[src/rtl/mrs_pkg.sv]
// types and constants for the midi running status parser
// used by mrs_state, mrs_decode and midi_running_status_parser; no dependencies
package mrs_pkg;

    // event codes on the result channel
    typedef enum logic [3:0] {
        EV_NONE       = 4'd0,
        EV_REALTIME   = 4'd1,
        EV_SYSEX      = 4'd2,
        EV_NOTE       = 4'd3,
        EV_CONTROL    = 4'd4,
        EV_PROGRAM    = 4'd5,
        EV_BEND       = 4'd6,
        EV_CHAN_PRESS = 4'd7,
        EV_POLY_PRESS = 4'd8
    } event_kind_t;

    // status byte codes
    localparam logic [7:0] ST_NOTE_OFF    = 8'h80;
    localparam logic [7:0] ST_NOTE_ON     = 8'h90;
    localparam logic [7:0] ST_POLY_PRESS  = 8'hA0;
    localparam logic [7:0] ST_CONTROL     = 8'hB0;
    localparam logic [7:0] ST_PROGRAM     = 8'hC0;
    localparam logic [7:0] ST_CHAN_PRESS  = 8'hD0;
    localparam logic [7:0] ST_BEND        = 8'hE0;
    localparam logic [7:0] ST_SYSEX_START = 8'hF0;
    localparam logic [7:0] ST_TIME_CODE   = 8'hF1;
    localparam logic [7:0] ST_SONG_POS    = 8'hF2;
    localparam logic [7:0] ST_SONG_SEL    = 8'hF3;
    localparam logic [7:0] ST_RESERVED_4  = 8'hF4;
    localparam logic [7:0] ST_RESERVED_5  = 8'hF5;
    localparam logic [7:0] ST_TUNE_REQ    = 8'hF6;
    localparam logic [7:0] ST_SYSEX_END   = 8'hF7;
    localparam logic [7:0] ST_REALTIME    = 8'hF8;
    localparam logic [7:0] ST_NONE        = 8'h00;

    // parser state held for one port
    typedef struct packed {
        logic [7:0] status;
        logic       have_first;
        logic [6:0] first_data;
    } port_state_t;

    // one result item
    typedef struct packed {
        logic [3:0]  out_port;
        logic        raw_valid;
        logic [7:0]  raw_value;
        event_kind_t event_kind;
        logic [3:0]  channel;
        logic [13:0] first_value;
        logic [6:0]  second_value;
        logic        dropped;
    } result_t;

endpackage

[src/rtl/midi_running_status_parser.sv]
// midi running status parser: input register, per-port state, decode, result register
// depends on mrs_pkg, mrs_state and mrs_decode
//
//  channel | handshake            | payload
//  --------+----------------------+---------------------------------------------------
//  input   | in_valid / in_stall  | port, data_byte
//  result  | out_valid / out_stall| out_port, raw_valid, raw_value, event_kind,
//          |                      | channel, first_value, second_value, dropped
//
// one request per cycle unless stalled; results go via input then result register
// the port state is read and rewritten in the decode stage, so requests on
// the same port may follow one another without a gap
// reset clears the running status, pending byte and flag of every port at once
// a result stall holds result_reg and a full input register, raising in_stall
module midi_running_status_parser #(
    parameter int PORTS = 16
) (
    input  logic        clk,
    input  logic        rst_n,
    input  logic        in_valid,
    output logic        in_stall,
    input  logic [3:0]  port,
    input  logic [7:0]  data_byte,
    output logic        out_valid,
    input  logic        out_stall,
    output logic [3:0]  out_port,
    output logic        raw_valid,
    output logic [7:0]  raw_value,
    output logic [3:0]  event_kind,
    output logic [3:0]  channel,
    output logic [13:0] first_value,
    output logic [6:0]  second_value,
    output logic        dropped
);

    // only sixteen ports can be addressed by the port field
    localparam int DEPTH = (PORTS < 16) ? PORTS : 16;
    localparam int IDX_W = (DEPTH > 1) ? $clog2(DEPTH) : 1;

    logic                 in_valid_reg;
    logic [3:0]           port_reg;
    logic [7:0]           byte_reg;
    logic                 out_valid_reg;
    mrs_pkg::result_t     result_reg;
    mrs_pkg::result_t     result_next;
    mrs_pkg::port_state_t cur_state;
    mrs_pkg::port_state_t new_state;
    logic                 state_wr;
    logic                 in_range;
    logic                 out_free;
    logic                 advance;
    logic [IDX_W-1:0]     idx;

    assign out_free = !out_valid_reg || !out_stall;
    assign advance  = in_valid_reg && out_free;
    assign in_stall = in_valid_reg && !out_free;
    assign in_range = 32'(port_reg) < PORTS;
    assign idx      = in_range ? port_reg[IDX_W-1:0] : '0;

    always_ff @(posedge clk or negedge rst_n)
    begin
        if (!rst_n)
        begin
            in_valid_reg <= 1'b0;
        end
        else if (!in_stall)
        begin
            in_valid_reg <= in_valid;
        end
    end

    always_ff @(posedge clk)
    begin
        if (in_valid && !in_stall)
        begin
            port_reg <= port;
            byte_reg <= data_byte;
        end
    end

    mrs_state #(
        .DEPTH (DEPTH),
        .IDX_W (IDX_W)
    ) u_state (
        .clk      (clk),
        .rst_n    (rst_n),
        .rd_idx   (idx),
        .rd_state (cur_state),
        .wr_en    (advance && state_wr),
        .wr_idx   (idx),
        .wr_state (new_state)
    );

    mrs_decode u_decode (
        .port      (port_reg),
        .data_byte (byte_reg),
        .in_range  (in_range),
        .cur_state (cur_state),
        .new_state (new_state),
        .state_wr  (state_wr),
        .result    (result_next)
    );

    always_ff @(posedge clk or negedge rst_n)
    begin
        if (!rst_n)
        begin
            out_valid_reg <= 1'b0;
        end
        else if (out_free)
        begin
            out_valid_reg <= in_valid_reg;
        end
    end

    always_ff @(posedge clk)
    begin
        if (advance)
        begin
            result_reg <= result_next;
        end
    end

    assign out_valid    = out_valid_reg;
    assign out_port     = result_reg.out_port;
    assign raw_valid    = result_reg.raw_valid;
    assign raw_value    = result_reg.raw_value;
    assign event_kind   = result_reg.event_kind;
    assign channel      = result_reg.channel;
    assign first_value  = result_reg.first_value;
    assign second_value = result_reg.second_value;
    assign dropped      = result_reg.dropped;

endmodule

[src/rtl/mrs_state.sv]
// per-port parser state: running status, pending first data byte and its flag
// depends on mrs_pkg
module mrs_state #(
    parameter int DEPTH = 16,
    parameter int IDX_W = 4
) (
    input  logic                 clk,
    input  logic                 rst_n,
    input  logic [IDX_W-1:0]     rd_idx,
    output mrs_pkg::port_state_t rd_state,
    input  logic                 wr_en,
    input  logic [IDX_W-1:0]     wr_idx,
    input  mrs_pkg::port_state_t wr_state
);

    mrs_pkg::port_state_t state_reg [DEPTH];

    always_ff @(posedge clk or negedge rst_n)
    begin
        if (!rst_n)
        begin
            for (int i = 0; i < DEPTH; i++)
            begin
                state_reg[i] <= '0;
            end
        end
        else if (wr_en)
        begin
            state_reg[wr_idx] <= wr_state;
        end
    end

    assign rd_state = state_reg[rd_idx];

endmodule

[src/rtl/mrs_decode.sv]
// decode of one byte against its port state: builds the result and the new state
// depends on mrs_pkg
module mrs_decode (
    input  logic [3:0]           port,
    input  logic [7:0]           data_byte,
    input  logic                 in_range,
    input  mrs_pkg::port_state_t cur_state,
    output mrs_pkg::port_state_t new_state,
    output logic                 state_wr,
    output mrs_pkg::result_t     result
);

    logic [7:0] rs;
    logic [7:0] stype;
    logic [3:0] ch;
    logic [6:0] lo7;
    logic       pair;

    assign rs    = cur_state.status;
    assign stype = (rs >= mrs_pkg::ST_SYSEX_START) ? rs : {rs[7:4], 4'h0};
    assign ch    = rs[3:0];
    assign lo7   = data_byte[6:0];
    assign pair  = cur_state.have_first;

    always_comb
    begin
        new_state = cur_state;
        state_wr  = in_range;
        result    = '0;
        result.out_port   = port;
        result.event_kind = mrs_pkg::EV_NONE;

        if (in_range)
        begin
            if (data_byte >= mrs_pkg::ST_REALTIME)
            begin
                result.event_kind  = mrs_pkg::EV_REALTIME;
                result.first_value = {6'd0, data_byte};
            end
            else if (data_byte[7])
            begin
                result.raw_valid     = 1'b1;
                result.raw_value     = data_byte;
                new_state.have_first = 1'b0;
                case (data_byte)
                    mrs_pkg::ST_RESERVED_4,
                    mrs_pkg::ST_RESERVED_5,
                    mrs_pkg::ST_TUNE_REQ:
                    begin
                        new_state.status = mrs_pkg::ST_NONE;
                    end
                    mrs_pkg::ST_SYSEX_START:
                    begin
                        result.event_kind  = mrs_pkg::EV_SYSEX;
                        result.first_value = {6'd0, data_byte};
                        new_state.status   = data_byte;
                    end
                    mrs_pkg::ST_SYSEX_END:
                    begin
                        result.event_kind  = mrs_pkg::EV_SYSEX;
                        result.first_value = {6'd0, data_byte};
                        new_state.status   = mrs_pkg::ST_NONE;
                    end
                    default:
                    begin
                        new_state.status = data_byte;
                    end
                endcase
            end
            else if (!rs[7])
            begin
                result.dropped = 1'b1;
            end
            else
            begin
                result.raw_valid = 1'b1;
                result.raw_value = data_byte;
                case (stype)
                    mrs_pkg::ST_NOTE_OFF,
                    mrs_pkg::ST_NOTE_ON,
                    mrs_pkg::ST_POLY_PRESS,
                    mrs_pkg::ST_CONTROL,
                    mrs_pkg::ST_BEND,
                    mrs_pkg::ST_SONG_POS:
                    begin
                        // two-byte messages: store the first, report on the second
                        if (pair)
                        begin
                            new_state.have_first = 1'b0;
                            if (stype != mrs_pkg::ST_SONG_POS)
                            begin
                                result.channel = ch;
                            end
                            case (stype)
                                mrs_pkg::ST_NOTE_OFF:
                                begin
                                    result.event_kind  = mrs_pkg::EV_NOTE;
                                    result.first_value = {7'd0, cur_state.first_data};
                                end
                                mrs_pkg::ST_NOTE_ON:
                                begin
                                    result.event_kind   = mrs_pkg::EV_NOTE;
                                    result.first_value  = {7'd0, cur_state.first_data};
                                    result.second_value = lo7;
                                end
                                mrs_pkg::ST_POLY_PRESS:
                                begin
                                    result.event_kind   = mrs_pkg::EV_POLY_PRESS;
                                    result.first_value  = {7'd0, cur_state.first_data};
                                    result.second_value = lo7;
                                end
                                mrs_pkg::ST_CONTROL:
                                begin
                                    result.event_kind   = mrs_pkg::EV_CONTROL;
                                    result.first_value  = {7'd0, cur_state.first_data};
                                    result.second_value = lo7;
                                end
                                mrs_pkg::ST_BEND:
                                begin
                                    // lsb arrives first, msb second
                                    result.event_kind  = mrs_pkg::EV_BEND;
                                    result.first_value = {lo7, cur_state.first_data};
                                end
                                default:
                                begin
                                    // song position complete
                                    new_state.status = mrs_pkg::ST_NONE;
                                end
                            endcase
                        end
                        else
                        begin
                            new_state.first_data = lo7;
                            new_state.have_first = 1'b1;
                        end
                    end
                    mrs_pkg::ST_PROGRAM:
                    begin
                        result.event_kind  = mrs_pkg::EV_PROGRAM;
                        result.channel     = ch;
                        result.first_value = {6'd0, data_byte};
                    end
                    mrs_pkg::ST_CHAN_PRESS:
                    begin
                        result.event_kind  = mrs_pkg::EV_CHAN_PRESS;
                        result.channel     = ch;
                        result.first_value = {6'd0, data_byte};
                    end
                    mrs_pkg::ST_SYSEX_START:
                    begin
                        result.event_kind  = mrs_pkg::EV_SYSEX;
                        result.first_value = {6'd0, data_byte};
                    end
                    mrs_pkg::ST_TIME_CODE,
                    mrs_pkg::ST_SONG_SEL:
                    begin
                        new_state.status = mrs_pkg::ST_NONE;
                    end
                    default:
                    begin
                    end
                endcase
            end
        end
    end

endmodule
[config.mk]
export PLATFORM = sky130hd
export DESIGN_NAME = midi_running_status_parser
export DESIGN_NICKNAME = d
export VERILOG_FILES = /design/src/rtl/mrs_pkg.sv /design/src/rtl/midi_running_status_parser.sv /design/src/rtl/mrs_state.sv /design/src/rtl/mrs_decode.sv
export SDC_FILE = /design/constraint.sdc
export NUM_CORES = 1
export LEC_CHECK = 0
export ABC_AREA = 1
export BUFFER_PORTS_ARGS = -buffer_cell sky130_fd_sc_hd__clkbuf_2
export CORE_MARGIN = 2
export CORE_UTILIZATION = 30
export DETAILED_ROUTE_END_ITERATION = 8
export PLACE_DENSITY = 0.42
export SLEW_MARGIN = 0
export SYNTH_ARGS = -nofsm -noshare
export SYNTH_HDL_FRONTEND = slang
export SYNTH_SLANG_ARGS = --single-unit
[constraint.sdc]
create_clock -name clk -period 5.3 [get_ports clk]
set_input_delay 1.06 -clock clk [delete_from_list [all_inputs] [get_ports clk]]
set_output_delay 1.06 -clock clk [all_outputs]
set_load 0.02 [all_outputs]
==> flow_summary.toml <==
[worst_setup_path]
end_kind = "flop"
r2r_end = "u_state.state_reg[128]$_DFFE_PN0P_"
critPathMaxStageDelay_ns = 0.84
cpMostUsedCell = "nand2_1"
crit_start = "idx[0]$_DFFE_PP_"
crit_arrival_ns = 4.89
reg2reg_from = "idx[0]$_DFFE_PP_"
required_ns = 5.75
cpMaxStageDelayCell = "inv_2"
crit_fanout = 51
critPathLaunchType = "flop"
rrSetupSlack_ns = 0.86
endpoint = "u_state.state_reg[128]$_DFFE_PN0P_"
cp_cell_sequence = "inv_2 -> buf_4 -> nand2_1 -> nand2_1 -> nand2_1 -> nand3_1 -> nand2_1 -> nand2_1 -> nor2_1 -> nor2_1 -> nand2_1 -> o21ai_1 -> nand3_1 -> nand3_1 -> nand2_1"
critical_path_class = "reg -> reg"
reg2reg_depth = 15

[clock_network]
cts_root_buf = "clkbuf_16"
hold_buffers = 0
insertion_delay_ns = 0.58
cts_tree = "built"
post_cts_resized = 0
cts.sinks = 313
cts_buffers = 39
clock_path_buffers = 3
postCtsSetupRepairBufs = 0
path_clk_slew_ns = 0.06
h-tree-depth = 2

[final_layout]
nets = 1946
final_cells = 2622
largest_reg_flops = 256
drive_gt1_share_pct = 9.09
diodes = 0
area_growth_pct = 15.9

[detailed_routing]
wl_per_cell_microns = 21.3
via_count = 13200
first_pass_iters = 5
drt_iter0_markers = 1215
via_per_inst = 5.02
wl_microns = 55800
drc = 0
ant_nets = 0

[yosys]
synth.distinct_cells = 29
syn_inst = 1881
syn_avg_cell_area_sq_um = 7.85
async_reset_ff_share_pct = 82.4
synth_edf_count = 55
syn-num-nets = 1898
ys.flop_type = "dfrtp_1"
synth_top_area_share_pct = 43.8
synthTopCellsByArea = "dfrtp_1 44%, nand2_1 23%, edfxtp_1 11%"
synth_most_common_cell = "nand2_1"
synth_area_sq_um = 14800
synth_common_cells = "911 x nand2_1, 258 x dfrtp_1, 230 x nand3_1"
synth_seq_cells = 313
synth_top_area_cell = "dfrtp_1"
ys_warn_count = 0
yosysSeqAreaShare_pct = 54.9

[placed_design]
portBuffers = 60
gp_congestion = 0.855
hpwl_microns = 34600
preCtsSetupSlack_ns = 0.860
dp_cells = 2552

[power]
p_leak_nw = 8.82
vdd_ir_drop_max_v = 0.000185
power_density_nw_per_um2 = 399

[status]
status = "finished clean"

[grt]
grt_pass1_vias = 12900
grt_pass1_wl_microns = 84700
antenna_found_initial = 0
grt_max_degree = 106
grt.overflow.total = 0
track_usage_pct = 22.3

[sta]
min_period_over_period_pct = 83.8
finalSetupViolCount = 0
tightest_slew_ns = 1.11
hold_viol = 0
fin_ws_ns = 0.857
timing.slew.headroom_pct = 25.6
drv_slew = 0
fin_setup_tns_ns = 0
fmax_mhz = 225
rsz0062_at_grt = "false"
skew_ns = 0.0323
min_period_ns = 4.44

[floorplanning]
dieArea_sq_um = 51000
coreArea_sq_um = 48700
rows = 81
start_util_pct = 30.3
die_h_microns = 226
ios = 61
die_width_microns = 226

[flow_run]
drv_cap = 0

[hold_path]
hold_class = "reg -> reg"
## through the flow
step / util, % / power (mW) / hold slack, ns / instance area [sq um]
6_report: 35.1 / 6.82 / 0.477 / 17100
5_1_grt: 35.1 / 7.17 / 0.494 / 17100
4_1_cts: 35.1 / 6.89 / 0.481 / 17100
3_5_place_dp: 32.5 / 4.18 / 0.465 / 15800
3_3_place_gp: 32.5 / 4.17 / 0.463 / 15800
2_1_floorplan: - / 3.74 / 0.434 / 14800
## metal layers
| layer | track usage [%] | share of wire (%) | vias up | routed length (microns) |
|---|---|---|---|---|
| met1 | 31.3 | 45 | 6538 | 25300 |
| met3 | 2.65 | 5.2 | 96 | 2930 |
| met4 | 7.07 | 2.8 | 0 | 1550 |
| met5 | 0 | 0 | - | 0 |
| met2 | 35.8 | 47 | 399 | 26000 |
| li1 | - | - | 6142 | - |
## cell usage in the layout, fill, tap and decap left out, types with 2 or more instances in the layout
master / count
nand2_1: 911
dfrtp_1: 258
nand3_1: 230
inv_1: 86
nor2_1: 78
clkbuf_2: 59
a22oi_1: 56
edfxtp_1: 55
buf_4: 44
o21ai_0: 42
clkbuf_16: 40
o22ai_1: 16
a21oi_1: 15
clkinv_2: 9
nand4_1: 7
clkbuf_8: 7
nor3_1: 6
clkbuf_1: 5
o21ai_1: 4
or2_2: 3
clkinv_1: 3
nor2_4: 2
nor2_2: 2
inv_2: 2
o211ai_1: 2
inv_6: 2
bufinv_16: 2
## power breakdown
group,switching (mW),internal (mW),leakage (nW)
sequential,0.193,2.82,4.02
clock,1.11,1.58,0.633
combinational,0.798,0.322,4.17
## worst min-delay path by stage
stage,startpoint,cells after the start,endpoint
detailed placement,u_state.state_reg[203]$_DFFE_PN0P_,2,u_state.state_reg[203]$_DFFE_PN0P_
global route,u_state.state_reg[33]$_DFFE_PN0P_,2,u_state.state_reg[33]$_DFFE_PN0P_
CTS,u_state.state_reg[136]$_DFFE_PN0P_,2,u_state.state_reg[136]$_DFFE_PN0P_
global placement,u_state.state_reg[232]$_DFFE_PN0P_,2,u_state.state_reg[232]$_DFFE_PN0P_
finish,u_state.state_reg[158]$_DFFE_PN0P_,2,u_state.state_reg[158]$_DFFE_PN0P_
floorplan,in_valid_reg$_DFFE_PN0N_,2,out_valid$_DFFE_PN0N_
## final cells by class
type | instances | area, sq um
Multi-Input combinational cell | 1382 | 5900
Inverter | 88 | 330
Clock buffer | 52 | 1120
Sequential cell | 313 | 8110
Fill cell | 5166 | 31600
Timing Repair Buffer | 105 | 661
Tap cell | 664 | 831
Clock inverter | 18 | 158
## kinds of logic after synthesis
family,count (synthesis),share of synthesized area [%]
simple gates,1243,33.9
flops,313,54.9
buf+inv,186,5.22
compound gates,138,5.86
fa+ha+maj,1,0.0848
## worst max-delay path, delay by kind of cell, from the launching register on
family / cells / cell delay [ns]
and+or+nand+nor: 12 / 1.94
AOI/OAI and AO/OA: 1 / 0.73
DFF: 1 / 0.48
buffers and inverters: 2 / 1.15
Note: power is estimated with default switching activity, not from simulation.
